===== config.mk =====
export PLATFORM = sky130hd
export DESIGN_NAME = ipv4_longest_prefix_router_unit
export DESIGN_NICKNAME = d
export VERILOG_FILES = /design/src/rtl/lpr_pkg.sv /design/src/rtl/ipv4_longest_prefix_router_unit.sv /design/src/rtl/lpr_cell.sv
export SDC_FILE = /design/constraint.sdc
export NUM_CORES = 2
export LEC_CHECK = 0
export ABC_AREA = 1
export BUFFER_PORTS_ARGS = -buffer_cell sky130_fd_sc_hd__buf_2
export CORE_MARGIN = 4
export CORE_UTILIZATION = 36
export CTS_CLUSTER_DIAMETER = 200
export DETAILED_ROUTE_END_ITERATION = 6
export GPL_TIMING_DRIVEN = 0
export PLACE_DENSITY_LB_ADDON = 0.12
export SLEW_MARGIN = 10
export SYNTH_ARGS = -nofsm -noshare
export SYNTH_HDL_FRONTEND = slang
export SYNTH_SLANG_ARGS = --single-unit

===== constraint.sdc =====
create_clock -name clk_i -period 6.3 [get_ports clk_i]
set_clock_uncertainty 0.1 [all_clocks]
set_input_delay 1.26 -clock clk_i [delete_from_list [all_inputs] [get_ports clk_i]]
set_output_delay 1.26 -clock clk_i [all_outputs]
set_load 0.02 [all_outputs]

===== src/rtl/lpr_pkg.sv =====
// Shared types, constants and helpers for the IPv4 longest-prefix router.
// No dependencies; used by lpr_cell and ipv4_longest_prefix_router_unit.
package lpr_pkg;

  localparam int TableDepth    = 16;
  localparam int NumInterfaces = 8;

  localparam int AddrW  = 32;
  localparam int IfW    = 3;
  localparam int BitsW  = 6;
  localparam int ConnW  = 8;
  localparam int CountW = $clog2(TableDepth + 1);

  // Verdict codes
  localparam logic [2:0] VerdictAdded   = 3'd0;
  localparam logic [2:0] VerdictFull    = 3'd1;
  localparam logic [2:0] VerdictLocal   = 3'd2;
  localparam logic [2:0] VerdictForward = 3'd3;
  localparam logic [2:0] VerdictNoRoute = 3'd4;
  localparam logic [2:0] VerdictUnconn  = 3'd5;

  // Configuration register indexes
  localparam logic [1:0] CfgRouterAddr = 2'd0;
  localparam logic [1:0] CfgConnected  = 2'd1;

  // Item kinds
  localparam logic KindAdd    = 1'b0;
  localparam logic KindPacket = 1'b1;

  // Lookup token that walks the cell chain
  typedef struct packed {
    logic             valid;
    logic [AddrW-1:0] addr;
    logic             found;
    logic [BitsW-1:0] bits;
    logic [IfW-1:0]   iface;
  } lpr_tok_t;

  function automatic logic [BitsW-1:0] ones_in(input logic [AddrW-1:0] v);
    logic [BitsW-1:0] n;
    n = '0;
    for (int k = 0; k < AddrW; k++) begin
      n = n + BitsW'(v[k]);
    end
    return n;
  endfunction

endpackage


===== src/rtl/ipv4_longest_prefix_router_unit.sv =====
// IPv4 longest-prefix router: accepts one command when start is high and busy is low.
// Add route and local accept finish in StExec; a table lookup also waits in StWait
// while the search token walks the cell chain one entry per cycle.
// Throughput: one command at a time; busy drops the cycle the result is produced.
// Result is a one-cycle done_o strobe; the receiver cannot stall it.
// Reset (rst_ni low, async) empties the table and zeroes both config registers.
module ipv4_longest_prefix_router_unit (
  input  logic                      clk_i,
  input  logic                      rst_ni,
  input  logic                      start,
  output logic                      busy,
  input  logic                      kind_i,
  input  logic [lpr_pkg::AddrW-1:0] address_i,
  input  logic [lpr_pkg::AddrW-1:0] net_mask_i,
  input  logic [lpr_pkg::IfW-1:0]   interface_number_i,
  input  logic                      cfg_we_i,
  input  logic [1:0]                cfg_idx_i,
  input  logic [lpr_pkg::AddrW-1:0] cfg_data_i,
  output logic                      done_o,
  output logic [2:0]                verdict_o,
  output logic [lpr_pkg::IfW-1:0]   out_interface_o,
  output logic [lpr_pkg::BitsW-1:0] prefix_bits_o
);

  // Sequencer states
  localparam logic [1:0] StIdle = 2'd0;
  localparam logic [1:0] StExec = 2'd1;
  localparam logic [1:0] StWait = 2'd2;

  logic [1:0] state_q, state_d;

  // Config registers
  logic [lpr_pkg::AddrW-1:0] router_addr_q;
  logic [lpr_pkg::ConnW-1:0] connected_q;

  // Latched command
  logic                      req_kind_q;
  logic [lpr_pkg::AddrW-1:0] req_addr_q;
  logic [lpr_pkg::AddrW-1:0] req_mask_q;
  logic [lpr_pkg::IfW-1:0]   req_if_q;

  logic [lpr_pkg::CountW-1:0] count_q, count_d;

  logic                      accept;
  logic                      add_fire;
  logic                      table_full;
  logic [lpr_pkg::BitsW-1:0] req_bits;

  // Result register
  logic                      done_q, done_d;
  logic [2:0]                verdict_q, verdict_d;
  logic [lpr_pkg::IfW-1:0]   out_if_q, out_if_d;
  logic [lpr_pkg::BitsW-1:0] bits_q, bits_d;

  lpr_pkg::lpr_tok_t tok [lpr_pkg::TableDepth+1];
  lpr_pkg::lpr_tok_t tok_end;
  logic              end_connected;

  assign busy       = (state_q != StIdle);
  assign accept     = start && !busy;
  assign table_full = (count_q == lpr_pkg::CountW'(lpr_pkg::TableDepth));
  assign add_fire   = (state_q == StExec) && (req_kind_q == lpr_pkg::KindAdd) && !table_full;
  assign req_bits   = lpr_pkg::ones_in(req_mask_q);

  // Config writes; indexes beyond the list are dropped
  always_ff @(posedge clk_i or negedge rst_ni) begin
    if (!rst_ni) begin
      router_addr_q <= '0;
      connected_q   <= '0;
    end else if (cfg_we_i) begin
      case (cfg_idx_i)
        lpr_pkg::CfgRouterAddr: router_addr_q <= cfg_data_i;
        lpr_pkg::CfgConnected:  connected_q   <= cfg_data_i[lpr_pkg::ConnW-1:0];
        default: ;
      endcase
    end
  end

  always_ff @(posedge clk_i) begin
    if (accept) begin
      req_kind_q <= kind_i;
      req_addr_q <= address_i;
      req_mask_q <= net_mask_i;
      req_if_q   <= interface_number_i;
    end
  end

  // Token injected at the head of the chain while a lookup starts
  always_comb begin
    tok[0]       = '0;
    tok[0].addr  = req_addr_q;
    tok[0].valid = (state_q == StExec) && (req_kind_q == lpr_pkg::KindPacket) &&
                   (req_addr_q != router_addr_q);
  end

  // The cell row: entry g is written by the add that finds count == g
  for (genvar g = 0; g < lpr_pkg::TableDepth; g++) begin : g_cell
    lpr_cell u_cell (
      .clk_i     (clk_i),
      .rst_ni    (rst_ni),
      .wr_en_i   (add_fire && (count_q == lpr_pkg::CountW'(g))),
      .wr_net_i  (req_addr_q),
      .wr_mask_i (req_mask_q),
      .wr_if_i   (req_if_q),
      .wr_bits_i (req_bits),
      .tok_i     (tok[g]),
      .tok_o     (tok[g+1])
    );
  end

  assign tok_end = tok[lpr_pkg::TableDepth];
  // interfaces past NumInterfaces or the register width count as unconnected
  assign end_connected = (32'(tok_end.iface) < lpr_pkg::NumInterfaces) &&
                         (32'(tok_end.iface) < lpr_pkg::ConnW) &&
                         connected_q[tok_end.iface];

  always_comb begin
    state_d   = state_q;
    count_d   = count_q;
    done_d    = 1'b0;
    verdict_d = verdict_q;
    out_if_d  = '0;
    bits_d    = '0;
    case (state_q)
      StIdle: begin
        if (accept) begin
          state_d = StExec;
        end
      end
      StExec: begin
        if (req_kind_q == lpr_pkg::KindAdd) begin
          done_d  = 1'b1;
          state_d = StIdle;
          if (table_full) begin
            verdict_d = lpr_pkg::VerdictFull;
          end else begin
            verdict_d = lpr_pkg::VerdictAdded;
            count_d   = count_q + lpr_pkg::CountW'(1);
          end
        end else if (req_addr_q == router_addr_q) begin
          done_d    = 1'b1;
          verdict_d = lpr_pkg::VerdictLocal;
          state_d   = StIdle;
        end else begin
          state_d = StWait;
        end
      end
      StWait: begin
        if (tok_end.valid) begin
          done_d  = 1'b1;
          state_d = StIdle;
          if (!tok_end.found) begin
            verdict_d = lpr_pkg::VerdictNoRoute;
          end else begin
            out_if_d  = tok_end.iface;
            bits_d    = tok_end.bits;
            verdict_d = end_connected ? lpr_pkg::VerdictForward : lpr_pkg::VerdictUnconn;
          end
        end
      end
      default: begin
        state_d = StIdle;
      end
    endcase
  end

  always_ff @(posedge clk_i or negedge rst_ni) begin
    if (!rst_ni) begin
      state_q <= StIdle;
      count_q <= '0;
      done_q  <= 1'b0;
    end else begin
      state_q <= state_d;
      count_q <= count_d;
      done_q  <= done_d;
    end
  end

  always_ff @(posedge clk_i) begin
    verdict_q <= verdict_d;
    out_if_q  <= out_if_d;
    bits_q    <= bits_d;
  end

  assign done_o          = done_q;
  assign verdict_o       = verdict_q;
  assign out_interface_o = out_if_q;
  assign prefix_bits_o   = bits_q;

endmodule


===== src/rtl/lpr_cell.sv =====
// One route-table entry plus one stage of the lookup chain.
// Depends on lpr_pkg (token type, field widths).
module lpr_cell (
  input  logic                         clk_i,
  input  logic                         rst_ni,
  input  logic                         wr_en_i,
  input  logic [lpr_pkg::AddrW-1:0]    wr_net_i,
  input  logic [lpr_pkg::AddrW-1:0]    wr_mask_i,
  input  logic [lpr_pkg::IfW-1:0]      wr_if_i,
  input  logic [lpr_pkg::BitsW-1:0]    wr_bits_i,
  input  lpr_pkg::lpr_tok_t            tok_i,
  output lpr_pkg::lpr_tok_t            tok_o
);

  logic                      valid_q;
  logic [lpr_pkg::AddrW-1:0] net_q;
  logic [lpr_pkg::AddrW-1:0] mask_q;
  logic [lpr_pkg::IfW-1:0]   if_q;
  logic [lpr_pkg::BitsW-1:0] bits_q;
  logic                      tok_valid_q;
  lpr_pkg::lpr_tok_t         tok_d, tok_q;
  logic                      hit;

  always_ff @(posedge clk_i or negedge rst_ni) begin
    if (!rst_ni) begin
      valid_q <= 1'b0;
    end else if (wr_en_i) begin
      valid_q <= 1'b1;
    end
  end

  always_ff @(posedge clk_i) begin
    if (wr_en_i) begin
      net_q  <= wr_net_i;
      mask_q <= wr_mask_i;
      if_q   <= wr_if_i;
      bits_q <= wr_bits_i;
    end
  end

  // later entries win ties, hence >=
  assign hit = valid_q && ((tok_i.addr & mask_q) == net_q) &&
               (!tok_i.found || (bits_q >= tok_i.bits));

  always_comb begin
    tok_d = tok_i;
    if (hit) begin
      tok_d.found = 1'b1;
      tok_d.bits  = bits_q;
      tok_d.iface = if_q;
    end
  end

  always_ff @(posedge clk_i or negedge rst_ni) begin
    if (!rst_ni) begin
      tok_valid_q <= 1'b0;
    end else begin
      tok_valid_q <= tok_i.valid;
    end
  end

  always_ff @(posedge clk_i) begin
    tok_q <= tok_d;
  end

  always_comb begin
    tok_o       = tok_q;
    tok_o.valid = tok_valid_q;
  end

endmodule


# After elaboration in Yosys (flattened, before gate mapping)
# Cells that the tools add are included.
# Widths: inputs -> output; s select.
# word_totals
regBits	1968
output_inout_bits	14
# classes
n_addsub	32
n_lt_le_gt_ge	16
n_eq_ne	40
muxes	34
n_bitwise	18
n_reduce_logical	95
# op_table
op	count
$eq 32x32->1	17
$and 32x32->32	16
$add 6x1->6	26
$mux 9	15
$ge 6x6->1	15
$logic_and 1x1->1	52
$eq 5x4->1 const B	8
$ne 32x32->1	1
$eq 5x3->1 const B	4
$logic_not 1->1	17
$logic_or 1x1->1	15
$mux 3	5
$eq 5x2->1 const B	2
$mux 10	1
$reduce_and 3->1	3
$mux 2	4
$add 5x1->6	1
$pmux 2 s3	1
$pmux 3 s2	1
$reduce_and 2->1	3
$add 4x1->5	1
$add 5x1->5 const B	1
$eq 5x1->1 const B	1
$eq 5x5->1 const B	1
16 further kinds	24

# Longest topological paths before layout
# logic_depth
word_depth	31
ltp_mapped	18

# By module
# From an unflattened synthesis, not the netlist that was laid out.
# hier_totals
hier_cells	5613
area_unflattened_um2	70899.2
# by_module_without_submodules
mod	n_inst	cells_each	area_each_um2	seq_area_each_um2
lpr_cell	16	319	4062.6	3083.0
ipv4_longest_prefix_router_unit	1	509	5896.9	3513.4

# Worst setup path after synthesis
# Ideal clock, no wire load.
# synth_path
kind	register -> register
from	register state_q[1]
to	register g_cell[13].u_cell.valid_q
setup_time_ps	96
t_arrival_ps	6445
required_time_ps	6104
setup_slack_ps	-341
stages_incl_launch_ff	8
path_buffers	0
path_cell_list	dfrtp_1 -> inv_1 -> ha_1 -> inv_1 -> nor2_2 -> inv_1 -> nor3_1 -> or2_2
# synth_between
elab_chain_cells	4
# synth_lines
element	line	source
from (decl)	ipv4_longest_prefix_router_unit.sv:30	logic [1:0] state_q, state_d;
from (signal assigned)	ipv4_longest_prefix_router_unit.sv:169	state_q <= StIdle;
from (signal assigned)	ipv4_longest_prefix_router_unit.sv:173	state_q <= state_d;
$eq 2x1->1	ipv4_longest_prefix_router_unit.sv:62	assign add_fire = (state_q == StExec) && (req_kind_q == lpr_pkg::KindAdd) && !table_full;
$logic_and 1x1->1 (2 in a row)	ipv4_longest_prefix_router_unit.sv:62	
$logic_and 1x1->1	ipv4_longest_prefix_router_unit.sv:101	.wr_en_i (add_fire && (count_q == lpr_pkg::CountW'(g))),
via g_cell[13].u_cell.wr_en_i	lpr_cell.sv:6	input logic wr_en_i,
to (signal assigned)	lpr_cell.sv:26	valid_q <= 1'b0;
to (signal assigned)	lpr_cell.sv:28	valid_q <= 1'b1;
to (decl)	lpr_cell.sv:15	logic valid_q;
# The timed path passes the listed nets, and every way through them passes these cells.
# A chain may end at the register's enable or synchronous reset.

# Worst setup path in the final report
# layout_path
from	register req_mask_q[9] in the netlist's numbering
to	register g_cell[14].u_cell.bits_q[4] in the netlist's numbering (data pin)
# layout_between
elab_chain_cells	23
# layout_lines
element	line	source
from (decl)	ipv4_longest_prefix_router_unit.sv:39	logic [lpr_pkg::AddrW-1:0] req_mask_q;
from (signal assigned)	ipv4_longest_prefix_router_unit.sv:83	req_mask_q <= net_mask_i;
$add 6x1->6 (23 in a row)	lpr_pkg.sv:43	n = n + BitsW'(v[k]);
via g_cell[0].u_cell.wr_bits_i, one bit	lpr_cell.sv:10	input logic [lpr_pkg::BitsW-1:0] wr_bits_i,
to (signal assigned)	lpr_cell.sv:37	bits_q <= wr_bits_i;
to (decl)	lpr_cell.sv:19	logic [lpr_pkg::BitsW-1:0] bits_q;
# The timed path passes the listed nets, and every way through them passes these cells.

==> run summary <==
Final Instance Area: 81990 um2
ys async rst share: 0.04065
crit-path max FO: 11
row count: 160
GRT Max-Usage Layer: met2
first-pass iteration count of the detailed router: 5
wirelength, routed: 184400 um
EDFF count, synth: 1239
HP Class: register to register
crit path kind: register to register
nets@finish: 5968
Synth Area in Adders: 0.02608
Slew HR: 0.1695
Residual DRC: 0
logic gate share of total power: 0.232
main area contributors after synthesis: edfxtp_1 54%, dfxtp_1 19%, nand2_1 8.2%
top cell type's share of synthesized area: 0.5407
DIE HEIGHT: 445.2 um
Filler Cells Inserted: 17490
die area: 198200 um2
Skew-Pair Late Insertion Delay: 840 ps
Final Hold Viols: 0
H-tree levels: 4
remaining antenna violation count: 0
chip width: 445.2 um
library cells used by synthesis: 49
Synth Area in Simple Gates: 0.1406
final hold slack: 238.3 ps
Primary FF master, synth: edfxtp_1
Critical Path Start Type: register
Worst Setup End Kind: register
Root Buffer: clkbuf_16
Mapped Cells: 5282
total power: 38.52 mW
drt wl/cell: 21.87 um
CP Buf/Inv Count: 6
Max Clk Rate: 167.3 MHz
slowest cell delay on critical path: 710 ps
Core ar.: 190200 um2
xor and xnor area share after synthesis: 0.02355
GPL Wtd Cong: 0.8219
CP max stage cell: edfxtp_1
NetSw: 11.98 mW
CTS tree: built
dpl hpwl: 136700 um
clk sinks: 1968
most frequent CP cell: fa_1
actual slew at the worst max-slew pin: 1246 ps
CP delay by family, top: adder cells
final setup fails: 0
#FFs+latches synth: 1968
number of port buffers: 119
Mapped Area: 68810 um2
Synth Area per Inst: 13.03 um2
peak supply drop: 2248 uV
Synth Warn #: 0
synthesized net count: 5517
clk slew on worst S/H paths: 60 ps
post-cts resize count: 0
Leak: 31.25 nW
switching fraction of total power: 0.3111
dpl cell area: 75020 um2
status: complete, no violations
Max Slew Vio Count: 0
fin crit share: 0.9487
antenna violations before repair: 29
M1 GR Usage: 0.2443
main combinational cell family by area after synthesis: simple AND/OR/NAND/NOR gates
MaxCap Viol Count: 0
M2 GR Usage: 0.3205
unrepaired setup endpoints after global routing: no
Overflow after GRT: 0
area leader, netlist: edfxtp_1
worst path arrival time: 6430 ps
cell area power density: 469.8 nW/um2
Top Ports: 120
via count: 38980
met3 Track Usage GR: 0.02687
initial drt markers: 2793
post-DR vias/cell: 4.625
largest net degree at the start of global routing: 64
CTS Buf Count: 202
Reg power frac: 0.456
min Tclk post-route: 5977 ps
share of cells above drive strength 1: 0.1204
mux cell area share after synthesis: 0.002455
first-pass GRT wire length: 265600 um
Tot GR Track Use: 0.1864
Pint: 26.53 mW
cells along the critical path: buf_16, inv_1, fa_1, inv_1, fa_1, fa_1, fa_1, fa_1, inv_1, fa_1, inv_1, ha_2, fa_2, a21oi_1, nor2_1, nor2_1, xnor2_2, buf_8
maximum clock insertion buffer count: 3
Initial Util: 0.3618
Clk pwr share: 0.312
vias in the first global route: 39120
sequential-to-total area share from yosys stat: 0.7586
Synth Area in Compound Gates: 0.02591
Area growth syn-to-layout: 19.15%
required time worst endpoint: 6750 ps
## synthesized netlist by cell type (3+ instances only)
| master | instances |
|---|---|
| nand4_1 | 147 |
| fa_1 | 24 |
| mux2_2 | 15 |
| nand3_2 | 14 |
| a31oi_1 | 3 |
| nor3_1 | 44 |
| a211oi_1 | 3 |
| inv_1 | 356 |
| o21ai_0 | 168 |
| nor2_4 | 3 |
| nand3b_1 | 55 |
| a21oi_1 | 65 |
| o22ai_1 | 8 |
| nor2_2 | 23 |
| a21boi_0 | 14 |
| o2111ai_2 | 12 |
| xor2_1 | 150 |
| ha_1 | 105 |
| buf_4 | 24 |
| nand2_1 | 1498 |
| or2_2 | 23 |
| o21ai_1 | 25 |
| xnor2_1 | 35 |
| or2_1 | 3 |
| nor2_1 | 324 |
| clkbuf_1 | 4 |
| nand3_1 | 135 |
| edfxtp_1 | 1239 |
| buf_2 | 6 |
| dfrtp_1 | 80 |
| dfxtp_1 | 649 |
| nor3b_1 | 3 |
| o221ai_1 | 3 |
## kinds of logic (layout without fill, tap and decap cells)
| logic type | after synthesis | count (layout) |
|---|---|---|
| AND/OR/NAND/NOR | 2283 | 2283 |
| flip-flops | 1968 | 1968 |
| buffers and inverters | 392 | 1024 |
| AO/OA/AOI/OAI | 310 | 310 |
| XOR/XNOR | 185 | 185 |
| adder cells (fa/ha/maj) | 129 | 129 |
| multiplexers | 15 | 15 |
| other | 0 | 4 |
## per-stage QoR
step	TNS, ps	util	worst slack, ps	instances
3_5_place_dp	-1084	0.3945	-65.61	8031
6_report	0	0.4311	322.9	8429
2_1_floorplan	-43200	-	-341.2	5282
4_1_cts	0	0.4306	24.72	8420
5_1_grt	0	0.4311	58.86	8426
3_3_place_gp	-1359690	0.3815	-4991	7912
## layout by cell type (no fill, tap or decap), drive strengths merged, types with 80 or more instances in the layout
cell	instances
dfxtp	649
nand4	149
buf	277
nor2	350
xor2	150
edfxtp	1239
nand3	149
nand2	1499
o21ai	193
inv	363
ha	105
dfrtp	80
clkbuf	315
## worst paths after layout
kind	start	to	slack [ps]	cells after the start
max in group asynchronous	rst_ni	g_cell[10].u_cell.valid_q	5080	2
min in group asynchronous	rst_ni	done_o	330	1
worst min-delay path	g_cell[2].u_cell.tok_o[20]	g_cell[3].u_cell.tok_o[20]	240	0
worst max register to register	req_mask_q[9]	g_cell[14].u_cell.bits_q[4]	320	18
worst max-delay path	req_mask_q[9]	g_cell[14].u_cell.bits_q[4]	320	18
worst min register to register	g_cell[2].u_cell.tok_o[20]	g_cell[3].u_cell.tok_o[20]	240	0
## repair_timing
item | CTS | global route
pin swaps | 0 | 0
setup buffers | 4 | 3
setup endpoints to repair | 28 | 19
hold buffers | 0 | 0
## final cells by class
cell class	count	area, um2	area share
inverters	358	1349	0.01645
clock buffers	311	5981	0.07295
well taps	2511	3142	0.03832
diodes	4	10.01	0.0001221
clock inverters	74	853.3	0.01041
multi-input cells	2922	15200	0.1854
repair buffers	247	3030	0.03696
flip-flops and latches	1968	52200	0.6367
plain buffers	34	225.2	0.002747
## power groups by stage
stage	Clock [mW]	Combinational [mW]	Sequential (mW)
2_1_floorplan	0	2.75	17.2
3_3_place_gp	0	3.53	17.1
3_5_place_dp	0	9.11	17.8
4_1_cts	12.4	9.20	17.6
5_1_grt	12.9	9.43	17.6
6_report	12.0	8.92	17.6
## layer usage
layer	vias to the layer above	routed length [um]
li1	18950	-
met1	18950	80880
met2	811	90150
met5	-	41
met3	261	7914
met4	6	5384
## state kept, by name, indices dropped and copies added, names as in the netlist, 5 cells and up
| signal | count |
|---|---|
| connected_q | 8 |
| count_q | 5 |
| g_cell.u_cell.bits_q | 96 |
| g_cell.u_cell.if_q | 48 |
| g_cell.u_cell.mask_q | 512 |
| g_cell.u_cell.net_q | 512 |
| g_cell.u_cell.tok_o | 640 |
| g_cell.u_cell.tok_valid_q | 16 |
| g_cell.u_cell.valid_q | 16 |
| prefix_bits_o | 6 |
| req_addr_q | 32 |
| req_mask_q | 32 |
| router_addr_q | 32 |
Note: power is estimated with default switching activity, not from simulation.
